[config.mk]
export PLATFORM = sky130hd
export DESIGN_NAME = rsi_outq
export DESIGN_NICKNAME = d
export VERILOG_FILES = /design/src/rsi_outq.sv
export SDC_FILE = /design/constraint.sdc
export NUM_CORES = 1
export LEC_CHECK = 0
export ABC_AREA = 1
export BUFFER_PORTS_ARGS = -buffer_cell sky130_fd_sc_hd__buf_2
export CAP_MARGIN = 20
export CORE_MARGIN = 3
export CORE_UTILIZATION = 50
export DETAILED_ROUTE_END_ITERATION = 7
export GPL_TIMING_DRIVEN = 1
export PLACE_DENSITY_LB_ADDON = 0.25
export SLEW_MARGIN = 20
export SYNTH_ARGS = -nofsm -noshare
export SYNTH_HDL_FRONTEND = slang
export SYNTH_SLANG_ARGS = --single-unit
[constraint.sdc]
create_clock -name clock -period 2.6 [get_ports clock]
set_input_delay 0.26 -clock clock [delete_from_list [all_inputs] [get_ports clock]]
set_output_delay 0.26 -clock clock [all_outputs]
set_load 0.05 [all_outputs]
[src/rsi_outq.sv]
// Output register with a one-entry skid buffer that decouples the result side from the pipeline.
`timescale 1ns / 1ps
`default_nettype none
module rsi_outq #(
   parameter int DATA_W = 8,
   parameter int USER_W = 1
) (
   input  wire logic              clock,
   input  wire logic              reset,
   input  wire logic              in_valid,
   input  wire logic [DATA_W-1:0] in_data,
   input  wire logic [USER_W-1:0] in_user,
   output logic                   advance,
   output logic                   out_valid,
   input  wire logic              out_ready,
   output logic [DATA_W-1:0]      out_data,
   output logic [USER_W-1:0]      out_user
);
   logic              out_valid_ff;
   logic [DATA_W-1:0] out_data_ff;
   logic [USER_W-1:0] out_user_ff;
   logic              skid_valid_ff;
   logic [DATA_W-1:0] skid_data_ff;
   logic [USER_W-1:0] skid_user_ff;

   assign advance = ~skid_valid_ff;

   always_ff @(posedge clock) begin
      if (reset) begin
         out_valid_ff  <= 1'b0;
         skid_valid_ff <= 1'b0;
      end else if (skid_valid_ff) begin
         if (out_ready) begin
            out_valid_ff  <= 1'b1;
            skid_valid_ff <= 1'b0;
         end
      end else if (!out_valid_ff || out_ready) begin
         out_valid_ff <= in_valid;
      end else if (in_valid) begin
         skid_valid_ff <= 1'b1;
      end
   end

   always_ff @(posedge clock) begin
      if (skid_valid_ff) begin
         if (out_ready) begin
            out_data_ff <= skid_data_ff;
            out_user_ff <= skid_user_ff;
         end
      end else if (!out_valid_ff || out_ready) begin
         out_data_ff <= in_data;
         out_user_ff <= in_user;
      end else begin
         skid_data_ff <= in_data;
         skid_user_ff <= in_user;
      end
   end

   assign out_valid = out_valid_ff;
   assign out_data  = out_data_ff;
   assign out_user  = out_user_ff;
endmodule
`default_nettype wire

==> flow_metrics.tcl <==
set metrics [dict create \
    dieHeight_um 44.85 \
    slew_viol_final 0 \
    drive_gt1_share_pct 29.89 \
    htreeDepth 1 \
    worstPathMaxFanout 12 \
    peakVddDrop_uv 414.2 \
    setup.worst_path.start "skid_valid_ff" \
    status "finished, final reports clean" \
    post_cts_buffers 0 \
    crit_slowest_cell "dfxtp_1" \
    avgSynthCellArea_um2 11.98 \
    netlist_top_cells_area "edfxtp_1 (72%), nand2_1 (17%), dfxtp_1 (5.3%), inv_1 (2.0%), buf_6 (1.5%)" \
    core_um2 1350 \
    place.port_buffers 23 \
    hold_end "out_valid" \
    finalCriticalPeriod_ns 1.685 \
    root_buffer "clkbuf_4" \
    drt_iter0_drc 11 \
    synth_top_cell_by_area "edfxtp_1" \
    ys_seq_area_share_pct 76.95 \
    diodes 0 \
    reg2reg_to "skid_data_ff[2]" \
    power_leakage_nw 0.4143 \
    synthDistinctLibCells 8 \
    overflow 0 \
    vias 509 \
    cts_hold_buffers 0 \
    clk_path_buf_depth 2 \
    post-route-period-util_pct 64.82 \
    crit_path_max_incr_delay_ns 0.58 \
    die_x_um 44.85 \
    reg2reg_from "skid_valid_ff" \
    synthAdderAreaFrac_pct 0 \
    synthMuxAreaShare_pct 0 \
    route.detailed.drc 0 \
    synth_compound_area_share_pct 0.6633 \
    start_util_pct 55.89 \
    p_per_area_nw_per_um2 687.3 \
    yosysWarnings 0 \
    die-area_um2 2011 \
    holdCritPathClass "in -> reg" \
    setup_viol 0 \
    place.gp.congestion 0.7138 \
    ys_ff_latch 20 \
    seqCellArea_um2 580.6 \
    synth_top_family_by_area "simple AND/OR/NAND/NOR gates" \
    multi_input_area_um2 140.1 \
    rows 13 \
    rrSetupSlack_ns 1.16 \
    synth_top_area_share_pct 71.64 \
    wl_per_cell_um 12.29 \
    clock_sinks 20 \
    fin_ws_ns 0.9146 \
    antenna_left 0 \
    rsz0062_at_grt "false" \
    dp_slack_ns 1.146 \
    p_total_mw 0.6132 \
    cts_tree "yes" \
    syn_area_um2 754.5 \
    required_ns 2.34 \
    io_pins 24 \
    final_hold_viol_count 0 \
    grt_max_degree 13 \
    grt_usage_pct 13.61 \
    crit_chain "inv_1, buf_2" \
    place_area_um2 869.6 \
    dp_hpwl_um 903 \
    cts_resized 0 \
    start_kind "flip-flop" \
    yosys.area_share.xor_xnor_pct 0 \
    yosys.area_share.simple_pct 17.91 \
    max-cap-violations 0 \
    final_area_um2 892.1 \
    routed_wl_um 1254 \
    grt_pass1_vias 506 \
    setup_tns_ns 0 \
    syn-instance-count 63 \
    grt_antenna_before_repair 0 \
    clk_latency_ns 0.29 \
    fmax_ghz 0.5933 \
    skew_ns 0.003525 \
    area_growth_pct 18.24 \
    fill_cells 103 \
    hold_path_startpoint "reset" \
    r2r_cells 1 \
    tightest_slew_ns 0.7431 \
    holdPathStages 2 \
    nNetsFinal 102 \
    grt_pass1_wl_um 1904 \
    numCtsBuffers 3 \
    relSlewSlack_pct 50.27 \
    crit_path_end_kind "output pin" \
    clk_pin_slew_ns 0.10 \
    first_pass_iters 4 \
    critPathArrivalTime_ns 1.43 \
    synthesis.nets 76 \
    critical_path_class "reg -> out" \
    avgViaCountPerCell 4.990 \
]
-- metrics by stage --
| stage | hold WS, ns | cells | util (%) |
|---|---|---|---|
| floorplan | 0.3291 | 63 | - |
| global route | 0.1431 | 102 | 66.08 |
| finish | 0.1293 | 102 | 66.08 |
| detailed placement | 0.4381 | 99 | 64.41 |
| CTS | 0.1216 | 102 | 66.08 |
| global placement | 0.4370 | 99 | 64.41 |
-- registers in the layout, summed over array words and instances (netlist names) --
register and count:
out_data 8, out_user 1, out_valid 1, skid_data_ff 8, skid_user_ff 1, skid_valid_ff 1
-- final cells by class --
type	count	share of cell area [%]
clock buffer	3	2.525
tap	15	2.104
multi-input combinational	37	15.71
inverter	4	1.683
timing repair buffer	23	12.90
sequential	20	65.08
-- power by group --
group,leakage (nW),switching (mW),internal (mW),total (mW)
registers,0.193,0.00580,0.373,0.379
clock network,0.0138,0.0847,0.0539,0.139
logic,0.208,0.0745,0.0214,0.0959
total,0.414,0.165,0.448,0.613
-- cell families (layout without fill, tap and decap cells) --
| group | count (synthesis) | after routing |
|---|---|---|
| AOI/OAI and AO/OA | 1 | 1 |
| DFF | 20 | 20 |
| and+or+nand+nor | 36 | 36 |
| buffers and inverters | 6 | 30 |
-- routing by layer --
metal,wire [um],track usage (%),vias to the layer above
met5,0,0,-
met4,21,9.942,0
li1,-,-,252
met2,655,23.78,14
met1,504,14.06,241
met3,73,3.187,2
-- how the worst max path moves through the flow --
stage                            to  slack (ns)  cells after the start
global placement    skid_data_ff[2]        1.21                      4
detailed placement  skid_data_ff[2]        1.15                      4
floorplan           skid_data_ff[0]        1.03                      2
global route                advance        0.86                      2
CTS                         advance        0.92                      2
finish                      advance        0.91                      2
-- cells in the mapped netlist --
master     n
edfxtp_1  18
a21oi_1    1
nand2_1   34
nor2_1     2
buf_4      1
buf_6      1
dfxtp_1    2
inv_1      4
-- layout by cell type, fill, tap and decap left out, drive strengths merged --
cell type   n
edfxtp     18
nand2      34
nor2        2
a21oi       1
inv         4
dfxtp       2
clkbuf      3
buf        23
-- critical path: cells and delay by family (launching register included) --
| family | cells | cell delay (ns) |
|---|---|---|
| flops | 1 | 0.58 |
| buf+inv | 2 | 0.55 |
No activity file was read; power rests on OpenSTA's default activity.
